File: config.mk
export PLATFORM = sky130hd
export DESIGN_NAME = hci_event_frame_receiver_core
export DESIGN_NICKNAME = d
export VERILOG_FILES = /design/src/hw/rtl/hci_efr_pkg.sv /design/src/hw/rtl/hci_event_frame_receiver_core.sv /design/src/hw/rtl/hci_efr_parser.sv /design/src/hw/rtl/hci_efr_out_buf.sv
export SDC_FILE = /design/constraint.sdc
export NUM_CORES = 1
export LEC_CHECK = 0
export ABC_AREA = 1
export BUFFER_PORTS_ARGS = -buffer_cell sky130_fd_sc_hd__buf_2
export CORE_MARGIN = 2
export CORE_UTILIZATION = 50
export DETAILED_ROUTE_END_ITERATION = 8
export GPL_ROUTABILITY_DRIVEN = 0
export PLACE_DENSITY_LB_ADDON = 0.05
export SYNTH_ARGS = -nofsm -noshare
export SYNTH_HDL_FRONTEND = slang
export SYNTH_SLANG_ARGS = --single-unit
export TNS_END_PERCENT = 1
File: constraint.sdc
create_clock -name clk -period 6.6 [get_ports clk]
set_clock_uncertainty 0.2 [all_clocks]
set_input_delay 0.99 -clock clk [delete_from_list [all_inputs] [get_ports clk]]
set_output_delay 0.99 -clock clk [all_outputs]
set_load 0.005 [all_outputs]
File: src/hw/rtl/hci_efr_pkg.sv
// Package for the HCI event frame receiver: word types, register indexes,
// protocol constants and the result builder.
// Depends on nothing; every other file of the block imports it.
`default_nettype none

package hci_efr_pkg;

    typedef struct packed {
        logic       func;
        logic [7:0] rx_byte;
    } in_word_t;

    typedef struct packed {
        logic        byte_valid;
        logic [7:0]  out_byte;
        logic [15:0] byte_index;
        logic        done_res;
        logic [2:0]  status;
        logic [15:0] frame_length;
    } out_word_t;

    typedef struct packed {
        logic [15:0] buffer_size;
        logic [7:0]  bad_byte_limit;
        logic [3:0]  error_attempts;
    } cfg_t;

    typedef enum logic [1:0] {
        CFG_BUFFER_SIZE    = 2'd0,
        CFG_BAD_BYTE_LIMIT = 2'd1,
        CFG_ERROR_ATTEMPTS = 2'd2
    } cfg_index_t;

    typedef enum logic [2:0] {
        ST_CMD_OK    = 3'd0,
        ST_FLASH_OK  = 3'd1,
        ST_ERR_RESP  = 3'd2,
        ST_NO_HEADER = 3'd3,
        ST_FAILED    = 3'd4
    } status_t;

    typedef enum logic [6:0] {
        PH_HUNT      = 7'b0000001,
        PH_EVENT     = 7'b0000010,
        PH_LENGTH    = 7'b0000100,
        PH_ERR_PAY   = 7'b0001000,
        PH_CMD_PAY   = 7'b0010000,
        PH_FLASH_HDR = 7'b0100000,
        PH_FLASH_PAY = 7'b1000000
    } phase_t;

    localparam logic [15:0] BUFFER_SIZE_RST    = 16'd1024;
    localparam logic [7:0]  BAD_BYTE_LIMIT_RST = 8'd50;
    localparam logic [3:0]  ERROR_ATTEMPTS_RST = 4'd3;

    localparam logic [7:0]  HEADER_BYTE     = 8'h04;
    localparam logic [7:0]  EVT_ERROR       = 8'h10;
    localparam logic [7:0]  LEN_FLASH       = 8'hff;
    localparam logic [7:0]  FLASH_CMD_BYTE  = 8'hf4;
    localparam logic [15:0] FLASH_HDR_BYTES = 16'd6;
    localparam logic [15:0] IDX_FLASH_CMD   = 16'd6;
    localparam logic [15:0] IDX_LEN_LOW     = 16'd7;
    localparam logic [15:0] IDX_LEN_HIGH    = 16'd8;
    localparam logic [16:0] CMD_HDR_LEN     = 17'd3;
    localparam logic [16:0] FLASH_HDR_LEN   = 17'd9;

    function automatic out_word_t make_result(
        input logic        valid,
        input logic [7:0]  b,
        input logic [15:0] idx,
        input logic        done,
        input status_t     st,
        input logic [15:0] flen
    );
        out_word_t r;
        r.byte_valid   = valid;
        r.out_byte     = valid ? b : 8'd0;
        r.byte_index   = valid ? idx : 16'd0;
        r.done_res     = done;
        r.status       = done ? st : ST_CMD_OK;
        r.frame_length = flen;
        return r;
    endfunction

endpackage

`default_nettype wire

File: src/hw/rtl/hci_event_frame_receiver_core.sv
// HCI event frame receiver, top level: configuration registers, the
// per-byte parser and the output buffer.
// Depends on hci_efr_pkg, hci_efr_parser and hci_efr_out_buf.
//
// The input channel carries one UART event per word: a received byte, or a
// read timeout when func is set. The output channel carries at most one
// result word per input word: a stored frame byte with its index, and on
// the last word of a read attempt done_res with a status and, for a good
// frame, the frame length. Events that cause no result (tolerated bad bytes
// while hunting) are absorbed silently.
// A result is registered in the output buffer before it is shown, and one
// input word can be taken every cycle while the buffer is not full; the
// per-byte parser forms the result and its next state combinationally.
// A two-word output buffer sits between parser and output: in_stall rises
// only when both words are held, so a receiver stall reaches the input only
// once the skid register has taken a word as well.
// Reset empties the output buffer, starts hunting for a header and loads the
// registers with buffer_size 1024, bad_byte_limit 50 and error_attempts 3.
// The user writes registers through cfg_we, cfg_index and cfg_data while
// block is idle, not enforced by the block; unused indexes are ignored.
`default_nettype none

module hci_event_frame_receiver_core (
    input  wire                         clk,
    input  wire                         rst_n,
    input  wire                         in_valid,
    output logic                        in_stall,
    input  wire hci_efr_pkg::in_word_t  in_data,
    output logic                        out_valid,
    input  wire                         out_stall,
    output hci_efr_pkg::out_word_t      out_data,
    input  wire                         cfg_we,
    input  wire [1:0]                   cfg_index,
    input  wire [15:0]                  cfg_data
);
    import hci_efr_pkg::*;

    cfg_t      cfg_reg;
    logic      accept;
    logic      res_valid;
    out_word_t res;
    logic      buf_full;

    always_ff @(posedge clk or negedge rst_n)
    begin
        if (!rst_n)
        begin
            cfg_reg.buffer_size    <= BUFFER_SIZE_RST;
            cfg_reg.bad_byte_limit <= BAD_BYTE_LIMIT_RST;
            cfg_reg.error_attempts <= ERROR_ATTEMPTS_RST;
        end
        else if (cfg_we)
        begin
            case (cfg_index)
                CFG_BUFFER_SIZE:    cfg_reg.buffer_size    <= cfg_data;
                CFG_BAD_BYTE_LIMIT: cfg_reg.bad_byte_limit <= cfg_data[7:0];
                CFG_ERROR_ATTEMPTS: cfg_reg.error_attempts <= cfg_data[3:0];
                default:            cfg_reg                <= cfg_reg;
            endcase
        end
    end

    assign in_stall = buf_full;
    assign accept   = in_valid && !buf_full;

    hci_efr_parser u_parser (
        .clk       (clk),
        .rst_n     (rst_n),
        .accept    (accept),
        .in_word   (in_data),
        .cfg       (cfg_reg),
        .res_valid (res_valid),
        .res       (res)
    );

    hci_efr_out_buf u_out_buf (
        .clk       (clk),
        .rst_n     (rst_n),
        .res_valid (res_valid),
        .res       (res),
        .full      (buf_full),
        .out_valid (out_valid),
        .out_stall (out_stall),
        .out_data  (out_data)
    );

endmodule

`default_nettype wire

File: src/hw/rtl/hci_efr_parser.sv
// Per-byte frame parser: holds the frame state and forms at most one result
// word for each accepted input word.
// Depends on hci_efr_pkg.
`default_nettype none

module hci_efr_parser (
    input  wire                         clk,
    input  wire                         rst_n,
    input  wire                         accept,
    input  wire hci_efr_pkg::in_word_t  in_word,
    input  wire hci_efr_pkg::cfg_t      cfg,
    output logic                        res_valid,
    output hci_efr_pkg::out_word_t      res
);
    import hci_efr_pkg::*;

    phase_t      phase_reg, phase_next;
    logic [15:0] write_index_reg, write_index_next;
    logic [15:0] bytes_left_reg, bytes_left_next;
    logic [7:0]  bad_count_reg, bad_count_next;
    logic [3:0]  error_count_reg, error_count_next;
    logic [7:0]  event_code_reg, event_code_next;
    logic [7:0]  flash_command_reg, flash_command_next;
    logic [7:0]  length_low_reg, length_low_next;

    always_comb
    begin
        logic [7:0]  b;
        logic [15:0] idx;
        logic [15:0] idx_inc;
        logic [3:0]  err_inc;
        logic [15:0] flash_len;
        logic        is_err;
        logic        restart_att;
        logic        end_att;

        b           = in_word.rx_byte;
        idx         = write_index_reg;
        idx_inc     = write_index_reg + 16'd1;
        err_inc     = error_count_reg + 4'd1;
        flash_len   = {b, length_low_reg};
        is_err      = (event_code_reg == EVT_ERROR);
        restart_att = 1'b0;
        end_att     = 1'b0;

        phase_next         = phase_reg;
        write_index_next   = write_index_reg;
        bytes_left_next    = bytes_left_reg;
        bad_count_next     = bad_count_reg;
        error_count_next   = error_count_reg;
        event_code_next    = event_code_reg;
        flash_command_next = flash_command_reg;
        length_low_next    = length_low_reg;
        res_valid          = 1'b0;
        res                = '0;

        if (accept)
        begin
            if (phase_reg == PH_HUNT)
            begin
                if (!in_word.func && b == HEADER_BYTE)
                begin
                    res_valid        = 1'b1;
                    res              = make_result(1'b1, b, 16'd0, 1'b0, ST_CMD_OK, 16'd0);
                    write_index_next = 16'd1;
                    phase_next       = PH_EVENT;
                end
                else if (bad_count_reg >= cfg.bad_byte_limit)
                begin
                    res_valid = 1'b1;
                    res       = make_result(1'b0, b, idx, 1'b1, ST_NO_HEADER, 16'd0);
                    end_att   = 1'b1;
                end
                else
                begin
                    bad_count_next = bad_count_reg + 8'd1;
                end
            end
            else if (in_word.func)
            begin
                res_valid = 1'b1;
                res       = make_result(1'b0, b, idx, 1'b1, ST_FAILED, 16'd0);
                end_att   = 1'b1;
            end
            else
            begin
                case (phase_reg)
                    PH_EVENT:
                    begin
                        event_code_next  = b;
                        res_valid        = 1'b1;
                        res              = make_result(1'b1, b, idx, 1'b0, ST_CMD_OK, 16'd0);
                        write_index_next = idx_inc;
                        phase_next       = PH_LENGTH;
                    end
                    PH_LENGTH:
                    begin
                        res_valid = 1'b1;
                        if (is_err || b != LEN_FLASH)
                        begin
                            if ({9'd0, b} + CMD_HDR_LEN > {1'b0, cfg.buffer_size})
                            begin
                                res     = make_result(1'b0, b, idx, 1'b1, ST_FAILED, 16'd0);
                                end_att = 1'b1;
                            end
                            else if (b == 8'd0)
                            begin
                                if (is_err)
                                begin
                                    error_count_next = err_inc;
                                    if (err_inc >= cfg.error_attempts)
                                    begin
                                        res     = make_result(1'b1, b, idx, 1'b1, ST_ERR_RESP,
                                                              16'd0);
                                        end_att = 1'b1;
                                    end
                                    else
                                    begin
                                        res         = make_result(1'b1, b, idx, 1'b0, ST_CMD_OK,
                                                                  16'd0);
                                        restart_att = 1'b1;
                                    end
                                end
                                else
                                begin
                                    res     = make_result(1'b1, b, idx, 1'b1, ST_CMD_OK, idx_inc);
                                    end_att = 1'b1;
                                end
                            end
                            else
                            begin
                                bytes_left_next  = {8'd0, b};
                                phase_next       = is_err ? PH_ERR_PAY : PH_CMD_PAY;
                                res              = make_result(1'b1, b, idx, 1'b0, ST_CMD_OK,
                                                               16'd0);
                                write_index_next = idx_inc;
                            end
                        end
                        else
                        begin
                            bytes_left_next  = FLASH_HDR_BYTES;
                            phase_next       = PH_FLASH_HDR;
                            res              = make_result(1'b1, b, idx, 1'b0, ST_CMD_OK, 16'd0);
                            write_index_next = idx_inc;
                        end
                    end
                    PH_FLASH_HDR:
                    begin
                        res_valid = 1'b1;
                        if (idx == IDX_FLASH_CMD)
                        begin
                            flash_command_next = b;
                        end
                        if (idx == IDX_LEN_LOW)
                        begin
                            length_low_next = b;
                        end
                        if (idx >= IDX_LEN_HIGH)
                        begin
                            if (flash_command_reg != FLASH_CMD_BYTE ||
                                {1'b0, flash_len} + FLASH_HDR_LEN > {1'b0, cfg.buffer_size})
                            begin
                                res     = make_result(1'b0, b, idx, 1'b1, ST_FAILED, 16'd0);
                                end_att = 1'b1;
                            end
                            else if (flash_len == 16'd0)
                            begin
                                res     = make_result(1'b1, b, idx, 1'b1, ST_FLASH_OK, idx_inc);
                                end_att = 1'b1;
                            end
                            else
                            begin
                                bytes_left_next  = flash_len;
                                phase_next       = PH_FLASH_PAY;
                                res              = make_result(1'b1, b, idx, 1'b0, ST_CMD_OK,
                                                               16'd0);
                                write_index_next = idx_inc;
                            end
                        end
                        else
                        begin
                            res              = make_result(1'b1, b, idx, 1'b0, ST_CMD_OK, 16'd0);
                            write_index_next = idx_inc;
                        end
                    end
                    PH_ERR_PAY, PH_CMD_PAY, PH_FLASH_PAY:
                    begin
                        res_valid = 1'b1;
                        if (bytes_left_reg <= 16'd1)
                        begin
                            if (phase_reg == PH_ERR_PAY)
                            begin
                                error_count_next = err_inc;
                                if (err_inc >= cfg.error_attempts)
                                begin
                                    res     = make_result(1'b1, b, idx, 1'b1, ST_ERR_RESP, 16'd0);
                                    end_att = 1'b1;
                                end
                                else
                                begin
                                    res         = make_result(1'b1, b, idx, 1'b0, ST_CMD_OK,
                                                              16'd0);
                                    restart_att = 1'b1;
                                end
                            end
                            else
                            begin
                                res     = make_result(1'b1, b, idx, 1'b1,
                                                      (phase_reg == PH_FLASH_PAY) ?
                                                      ST_FLASH_OK : ST_CMD_OK, idx_inc);
                                end_att = 1'b1;
                            end
                        end
                        else
                        begin
                            bytes_left_next  = bytes_left_reg - 16'd1;
                            res              = make_result(1'b1, b, idx, 1'b0, ST_CMD_OK, 16'd0);
                            write_index_next = idx_inc;
                        end
                    end
                    default:
                    begin
                        res_valid = 1'b0;
                    end
                endcase
            end
        end

        if (restart_att || end_att)
        begin
            phase_next         = PH_HUNT;
            write_index_next   = 16'd0;
            bytes_left_next    = 16'd0;
            bad_count_next     = 8'd0;
            event_code_next    = 8'd0;
            flash_command_next = 8'd0;
            length_low_next    = 8'd0;
        end
        if (end_att)
        begin
            error_count_next = 4'd0;
        end
    end

    always_ff @(posedge clk or negedge rst_n)
    begin
        if (!rst_n)
        begin
            phase_reg         <= PH_HUNT;
            write_index_reg   <= 16'd0;
            bytes_left_reg    <= 16'd0;
            bad_count_reg     <= 8'd0;
            error_count_reg   <= 4'd0;
            event_code_reg    <= 8'd0;
            flash_command_reg <= 8'd0;
            length_low_reg    <= 8'd0;
        end
        else
        begin
            phase_reg         <= phase_next;
            write_index_reg   <= write_index_next;
            bytes_left_reg    <= bytes_left_next;
            bad_count_reg     <= bad_count_next;
            error_count_reg   <= error_count_next;
            event_code_reg    <= event_code_next;
            flash_command_reg <= flash_command_next;
            length_low_reg    <= length_low_next;
        end
    end

    a_hunt_clean: assert property (@(posedge clk) disable iff (!rst_n)
        phase_reg == PH_HUNT |-> (write_index_reg == 16'd0 && bytes_left_reg == 16'd0))
        else $error("Write index or byte count left over while hunting.");

    a_payload_left: assert property (@(posedge clk) disable iff (!rst_n)
        (phase_reg == PH_ERR_PAY || phase_reg == PH_CMD_PAY || phase_reg == PH_FLASH_PAY)
        |-> bytes_left_reg != 16'd0)
        else $error("Payload phase entered with no bytes left.");

    a_flash_hdr_index: assert property (@(posedge clk) disable iff (!rst_n)
        phase_reg == PH_FLASH_HDR |-> (write_index_reg >= 16'd3 && write_index_reg <= 16'd8))
        else $error("Flash header index out of range.");

    a_error_count: assert property (@(posedge clk) disable iff (!rst_n)
        error_count_reg != 4'hf)
        else $error("Error response count overran.");

endmodule

`default_nettype wire

File: src/hw/rtl/hci_efr_out_buf.sv
// Two-deep result buffer: an output register and a skid register, so that a
// stalled receiver does not hold up the parser until both are full.
// Depends on hci_efr_pkg.
`default_nettype none

module hci_efr_out_buf (
    input  wire                         clk,
    input  wire                         rst_n,
    input  wire                         res_valid,
    input  wire hci_efr_pkg::out_word_t res,
    output logic                        full,
    output logic                        out_valid,
    input  wire                         out_stall,
    output hci_efr_pkg::out_word_t      out_data
);
    import hci_efr_pkg::*;

    logic      out_valid_reg, out_valid_next;
    logic      skid_valid_reg, skid_valid_next;
    out_word_t out_data_reg, out_data_next;
    out_word_t skid_data_reg, skid_data_next;
    logic      out_take;

    assign out_take  = out_valid_reg && !out_stall;
    assign full      = skid_valid_reg;
    assign out_valid = out_valid_reg;
    assign out_data  = out_data_reg;

    always_comb
    begin
        out_valid_next  = out_valid_reg;
        skid_valid_next = skid_valid_reg;
        out_data_next   = out_data_reg;
        skid_data_next  = skid_data_reg;
        if (skid_valid_reg)
        begin
            if (out_take)
            begin
                out_data_next   = skid_data_reg;
                skid_valid_next = 1'b0;
            end
        end
        else if (out_valid_reg && !out_take)
        begin
            if (res_valid)
            begin
                skid_data_next  = res;
                skid_valid_next = 1'b1;
            end
        end
        else
        begin
            out_valid_next = res_valid;
            if (res_valid)
            begin
                out_data_next = res;
            end
        end
    end

    always_ff @(posedge clk or negedge rst_n)
    begin
        if (!rst_n)
        begin
            out_valid_reg  <= 1'b0;
            skid_valid_reg <= 1'b0;
        end
        else
        begin
            out_valid_reg  <= out_valid_next;
            skid_valid_reg <= skid_valid_next;
        end
    end

    always_ff @(posedge clk)
    begin
        out_data_reg  <= out_data_next;
        skid_data_reg <= skid_data_next;
    end

    a_skid_behind_out: assert property (@(posedge clk) disable iff (!rst_n)
        skid_valid_reg |-> out_valid_reg)
        else $error("Skid register holds a word while the output register is empty.");

    a_skid_fill_cause: assert property (@(posedge clk) disable iff (!rst_n)
        $rose(skid_valid_reg) |-> $past(out_valid_reg && out_stall && res_valid))
        else $error("Skid register filled without a stalled output word.");

endmodule

`default_nettype wire

==> results of run 1 <==
## cell usage after synthesis (all sizes together) (30+ instances only)
| master | instances |
|---|---|
| a21oi | 40 |
| xor2 | 30 |
| nand3 | 50 |
| edfxtp | 90 |
| ha | 49 |
| nor2 | 125 |
| nor3 | 34 |
| o21ai | 102 |
| nand4 | 45 |
| nand2 | 287 |
| inv | 175 |
| dfrtp | 98 |
## per-layer routing
layer / up-vias / global-route usage / routed length (microns)
met5: - / 0 / 0
met1: 4016 / 0.3527 / 12640
met3: 26 / 0.02909 / 1100
li1: 4250 / - / -
met4: 0 / 0.06604 / 304
met2: 190 / 0.3639 / 11350
## stage by stage
step                      utilization  cell area (sq um)  total power [mW]  hold WS (ps)
after CTS                      0.5694              11970             4.729         282.2
after global placement         0.5401              11350             3.604         255.0
after floorplan                     -              10700             3.103         241.5
after detailed placement       0.5401              11350             3.630         258.9
final                          0.5694              11970             4.703         280.3
after global routing           0.5694              11970             5.067         305.2
## power by group
group	internal, mW	switching, mW
Clock	0.580	0.512
Combinational	0.552	1.25
Sequential	1.63	0.184
## path summary, 6_finish.rpt
path | from | endpoint | cells past startpoint
worst min register to register | u_parser.flash_command_reg[4] | u_parser.flash_command_reg[4] | 2
worst max register to register | u_parser.length_low_reg[0] | u_out_buf.out_data[42] | 25
worst max-delay path | in_data[0] | u_out_buf.out_data[42] | 19
worst min-delay path | u_parser.flash_command_reg[4] | u_parser.flash_command_reg[4] | 2
min in group asynchronous | rst_n | cfg_reg[25] | 1
max in group asynchronous | rst_n | u_parser.event_code_reg[5] | 2
## worst max-delay path: cells and delay by family
kind | cells | cell delay, ps
buffers and inverters | 3 | 730
xor gates and xnor gates | 1 | 170
AOI/OAI and AO/OA | 3 | 740
and+or+nand+nor | 10 | 1550
adders and majority gates | 2 | 690
## layout make-up
class                      instances  share of cell area
inverter                         179             0.05634
clock buffer                      18             0.03585
tap                              275             0.02874
timing repair buffer              83             0.03596
multi-input combinational        833              0.3814
clock inverter                    14             0.01568
sequential                       195              0.4460
## logic make-up (layout without fill, tap and decap cells)
logic type,Yosys count,after routing,synth area share
AO/OA/AOI/OAI,184,184,0.09924
XOR/XNOR,35,35,0.02864
adder cells (fa/ha/maj),49,49,0.05728
buffers and inverters,209,294,0.07691
flip-flops,195,195,0.4988
AND/OR/NAND/NOR,565,565,0.2392
==> flow_summary_export.csv, run 1 <==
group,metric,value,unit
run_status,status,"finished, final reports clean",
critical_path,path_max_fanout,18,
layout,area_delta_synth_final,11.83,%
sta,timing.final.ws_setup,1643,ps
cts,cts-root-buf,"clkbuf_16",
layout,drive_above_1_share,0.1316,
place,dp_hpwl,18.14,mm
sta,post-route-period-util,0.7510,
sta,hold_violations,0,
synthesis,synth-seq-area-share,0.4988,
routing,drtIter0Drc,566,
routing,viasPerCell,5.311,
sta,rsz0062_at_grt,"no",
power,vdd_drop_max,0.0002488,V
synthesis,netlist.area_leader.share,0.2525,
synthesis,synth-main-ff-cell,"dfrtp_1",
cts,cts_setup_buffers,0,
hold_path,hold_path_class,"reg -> reg",
routing,num_vias,8482,
synthesis,synth.area.top_cells,"edfxtp_1, dfrtp_1, nand2_1",
cts,cts_buffer_depth,2,
routing,ant_nets,0,
die,io_pins,79,
sta,setup_viol,0,
synthesis,synth.net_count,1318,
job,cap_violations,0,
critical_path,crit_chain,"buf_2 -> clkinv_1 -> ha_1 -> nor2_1 -> nand2_1 -> xor2_1 -> ha_1 -> nand2_1 -> nor2_1 -> nand4_1 -> nand3_1 -> a21oi_1 -> nor2_1 -> nor4_1 -> nand2_1 -> inv_2 -> o21ai_0 -> nand3_1 -> o21ai_0",
die,die_w,150.3,microns
cts,ctsHtreeMaxLevel,4,
critical_path,endpoint_kind,"flip-flop",
cts,cts_tree,"done",
place,io_buffers,78,
critical_path,r2r_setup_slack,2010,ps
layout,multi_input_area,4566,sq um
critical_path,cpPeakStageDelay,530,ps
layout,final_common_cell,"nand2_1",
critical_path,startpoint_type,"input port",
layout,nFillCells,1952,
synthesis,ys_warn_count,0,
power,power.density,392.9,nW/um^2
layout,regArea,5339,sq um
cts,worst_skew_pair.late_latency,440,ps
die,dieArea,22590,sq um
grt,first_global_vias,8191,
grt,overflow,0,
grt,grt_pass1_wl,41.98,mm
layout,fin_cells,1597,
synthesis,synth-seq-cells,195,
die,num_rows,53,
place,pre_cts_ws,1256,ps
die,die_h,150.3,microns
sta,worst_pin_slew,1047,ps
synthesis,synthArstFlopShare,0.5385,
layout,diodes,0,
cts,numCtsBuffers,17,
grt,antenna_found_initial,0,
grt,grtUsageTotal,0.2364,
synthesis,syn_avg_cell_area,8.653,sq um
synthesis,yosysUniqueCellTypes,52,
synthesis,synthesis.area,10700,sq um
critical_path,crit_type,"in -> reg",
routing,first_pass_iters,5,
critical_path,arrival,4890,ps
power,p_leak,5.621,nW
synthesis,synth_edf_count,90,
synthesis,syn_inst,1237,
sta,min_period,4957,ps
critical_path,cpMaxStageDelayCell,"nand3_1",
sta,slew_violations,0,
cts,clkSlewWorstSetupHoldPaths,70,ps
place,place_inst,1565,
cts,cts.repair.resized,0,
critical_path,crit_required,6540,ps
cts,clock_sinks,195,
sta,max_freq,0.2017,GHz
cts,postCtsHoldBufs,0,
die,core-area,21020,sq um
layout,nets,1390,
die,start_util,0.5092,
grt,grt_max_degree,64,
synthesis,yosysTopAreaCell,"edfxtp_1",
routing,drc,0,
sta,finalSetupTns,0,ps
routing,wirelength,25.40,mm
sta,max_slew_margin,0.3000,
layout,final_cell_mix,"nand2_1, inv_1, nor2_1",
routing,post_drt_wl_per_cell,15.90,microns
(Power assumes the default switching activity.)
==> inputs of run 2 (changes only) <==
--- a/config.mk
+++ b/config.mk
@@ -5,7 +5,7 @@
 export SDC_FILE = /design/constraint.sdc
 export NUM_CORES = 1
 export LEC_CHECK = 0
-export ABC_AREA = 1
+export ABC_AREA = 0
 export BUFFER_PORTS_ARGS = -buffer_cell sky130_fd_sc_hd__buf_2
 export CORE_MARGIN = 2
 export CORE_UTILIZATION = 50
==> constraint.sdc (replaced) <==
create_clock -name clk -period 4.4 [get_ports clk]
set_clock_uncertainty 0.2 [all_clocks]
set_input_delay 0.66 -clock clk [delete_from_list [all_inputs] [get_ports clk]]
set_output_delay 0.66 -clock clk [all_outputs]
set_load 0.005 [all_outputs]
==> run 2 against run 1 <==
Effect of this change:
- final cell count shrank 13%
- via count is 2.3% lower
- global-route usage up 2.2 points
- sequential share of layout area down 0.75 points
- power grew 43%
- design area increased by 1.7%
- critical endpoint is now u_parser.write_index_reg[8]
- combinational power grew 34%
- die area is 0.35% lower
- area after synthesis shrank 0.36%
- first-iteration DRC count grew 3.5%
- core utilization is 1.2 points higher
- critical path depth down 2
==> flow_summary_export.csv, run 2 <==
group,metric,value,unit
run_status,status,"finished, final reports clean",
synthesis,synth-main-ff-cell,"dfrtp_1",
synthesis,synth_compound_area_frac,0.1780,
cts,postCtsHoldBufs,0,
die,num_rows,53,
power,power_switching_share,0.3886,
routing,num_vias,8289,
power,combPwrFrac,0.361,
critical_path,crit_chain,"and3_4 -> o21a_1 -> nand3_1 -> or2_2 -> nor2_2 -> nand2_1 -> xnor2_1 -> ha_1 -> nand3_1 -> o211ai_1 -> or2_2 -> o211ai_1 -> o221a_2 -> o211ai_4 -> buf_4 -> or4_1 -> o211ai_2",
synthesis,synth-simple-area-share,0.1671,
cts,clkSlewWorstSetupHoldPaths,80,ps
cts,cts-root-buf,"clkbuf_16",
power,p_leak,5.061,nW
sta,min_period,4133,ps
critical_path,crit_required,4560,ps
layout,nFillCells,1838,
critical_path,cpPeakStageDelay,420,ps
synthesis,synth_commonest_cells,"dfrtp_1, nand2_1, edfxtp_1, nor2_1, o21ai_0",
sta,post-route-period-util,0.9393,
grt,overflow,0,
layout,multi_input_area,4966,sq um
grt,grt_pass1_wl,44.79,mm
power,vdd_drop_max,0.0002747,V
power,p_int,4.101,mW
layout,regArea,5339,sq um
critical_path,r2r_setup_slack,270,ps
routing,viasPerCell,5.959,
cts,clock_sinks,195,
cts,ctsHtreeMaxLevel,4,
sta,hold_violations,0,
critical_path,endpoint_kind,"flip-flop",
synthesis,synth-seq-area-share,0.5006,
synthesis,yosysTopAreaCell,"edfxtp_1",
critical_path,rr_startpoint,"u_parser.length_low_reg[1]",
die,die_h,150.1,microns
layout,drive_above_1_share,0.1937,
power,power_frac_clock,0.237,
sta,whs,94.05,ps
cts,worst_skew_pair.late_latency,450,ps
routing,drc,0,
place,dp_hpwl,19.59,mm
critical_path,path_max_fanout,8,
die,core-area,20960,sq um
cts,cts_tree,"done",
synthesis,synthesis.area,10670,sq um
synthesis,syn_avg_cell_area,10.45,sq um
die,io_pins,79,
synthesis,ys_warn_count,0,
layout,nets,1183,
hold_path,hold_path_class,"in -> async",
place,io_buffers,78,
critical_path,arrival,4300,ps
routing,first_pass_iters,7,
die,start_util,0.5090,
layout,final_cell_mix,"dfrtp_1, nand2_1, edfxtp_1",
power,power.density,550.8,nW/um^2
critical_path,crit_type,"reg -> reg",
sta,rsz0062_at_grt,"no",
power,pwr-share-seq,0.402,
synthesis,synth_edf_count,90,
synthesis,yosysUniqueCellTypes,80,
synthesis,yosys.area_share.xor_xnor,0.04106,
sta,max_freq,0.2419,GHz
critical_path,r2r-end,"u_parser.write_index_reg[8]",
power,switchingPower,2.606,mW
job,cap_violations,0,
synthesis,synthMuxAreaShare,0.01373,
critical_path,startpoint_type,"flip-flop",
sta,max_slew_margin,0.4635,
grt,first_global_vias,8133,
sta,finalSetupTns,0,ps
synthesis,synth.most_common_cell,"dfrtp_1",
layout,final_common_cell,"dfrtp_1",
critical_path,worstRegToRegCells,17,
grt,grtUsageTotal,0.2584,
layout,area_delta_synth_final,14.16,%
routing,wirelength,27.28,mm
grt,antenna_found_initial,0,
sta,slew_violations,0,
synthesis,syn_inst,1021,
sta,worst_pin_slew,804.8,ps
cts,cts_buffer_depth,2,
die,die_w,150.1,microns
critical_path,cpMaxStageDelayCell,"or4_1",
synthesis,synthArstFlopShare,0.5385,
die,dieArea,22520,sq um
synthesis,synth_fa_ha_area_frac,0.05748,
routing,post_drt_wl_per_cell,19.61,microns
synthesis,synth.net_count,1102,
synthesis,synth-seq-cells,195,
routing,ant_nets,0,
sta,setup_viol,0,
synthesis,synth_top_family_by_area,"compound AO/OA/AOI/OAI gates",
routing,drtIter0Drc,586,
cts,numCtsBuffers,17,
grt,grt_max_degree,64,
synthesis,netlist.area_leader.share,0.2534,
synthesis,synth.area.top_cells,"edfxtp_1, dfrtp_1, ha_1",
## run 2: layout make-up
| cell class | instances | area share |
|---|---|---|
| antenna | 1 | 0.0002055 |
| multi-input combinational | 719 | 0.4079 |
| clock buffer | 18 | 0.03525 |
| timing repair buffer | 119 | 0.05991 |
| clock inverter | 14 | 0.01459 |
| inverter | 50 | 0.01541 |
| sequential | 195 | 0.4385 |
| tap | 275 | 0.02826 |
## run 2: power groups by stage
stage / clock network (mW) / registers, mW / logic (mW)
2_1_floorplan: 0 / 2.62 / 1.66
4_1_cts: 1.62 / 2.69 / 2.38
6_report: 1.59 / 2.69 / 2.42
3_5_place_dp: 0 / 2.73 / 2.37
3_3_place_gp: 0 / 2.73 / 2.34
5_1_grt: 1.69 / 2.75 / 2.68
## run 2: per-layer routing
metal	wire length [microns]	GRT usage	vias up
li1	-	-	3950
met1	12140	0.3536	4028
met2	13080	0.4180	267
met3	1423	0.04665	44
met4	642	0.08396	0
met5	0	0	-
## run 2: cells by family (layout without fill, tap and decap cells)
group	count (synthesis)	in the layout
xor gates and xnor gates	50	50
buffers and inverters	107	201
and+or+nand+nor	347	347
DFF	195	195
adders and majority gates	49	49
AOI/OAI and AO/OA	260	260
other	0	1
muxes	13	13
## run 2: repair_timing
item / in CTS / in global routing
endpoints found under the hold margin: 0 / 0
resized for setup: 0 / 18
setup buffers: 0 / 1
endpoints found under the setup margin: 0 / 126
## run 2: worst max-delay path by stage
| stage | from | end | slack (ps) | cells after the start |
|---|---|---|---|---|
| 4_1_cts | u_parser.length_low_reg[1] | u_parser.bytes_left_reg[3] | 70 | 18 |
| 5_1_grt | u_parser.length_low_reg[0] | u_parser.write_index_reg[8] | 20 | 17 |
| 3_3_place_gp | in_data[0] | u_out_buf.out_data[35] | 130 | 17 |
| 2_1_floorplan | in_data[4] | u_out_buf.skid_data_reg[0] | 60 | 8 |
| 3_5_place_dp | in_data[0] | u_out_buf.out_data[39] | 70 | 17 |
| 6_report | u_parser.length_low_reg[1] | u_parser.write_index_reg[8] | 270 | 17 |
## run 2: metrics by stage
| step | util | power [mW] | setup WS, ps | cells | instance area [sq um] |
|---|---|---|---|---|---|
| 2_1_floorplan | - | 4.280 | 64.55 | 1021 | 10680 |
| 3_3_place_gp | 0.5480 | 5.071 | 127.3 | 1357 | 11480 |
| 3_5_place_dp | 0.5480 | 5.097 | 70.34 | 1357 | 11480 |
| 4_1_cts | 0.5770 | 6.692 | 69.74 | 1389 | 12090 |
| 5_1_grt | 0.5809 | 7.123 | 24.10 | 1390 | 12170 |
| 6_report | 0.5810 | 6.707 | 266.9 | 1391 | 12180 |
## run 2: critical path, delay by kind of cell (launching register included)
family,cells,cell delay [ps]
and+or+nand+nor,8,1770
AOI/OAI and AO/OA,6,1060
DFF,1,370
adders and majority gates,1,320
buffers and inverters,1,210
xor gates and xnor gates,1,130
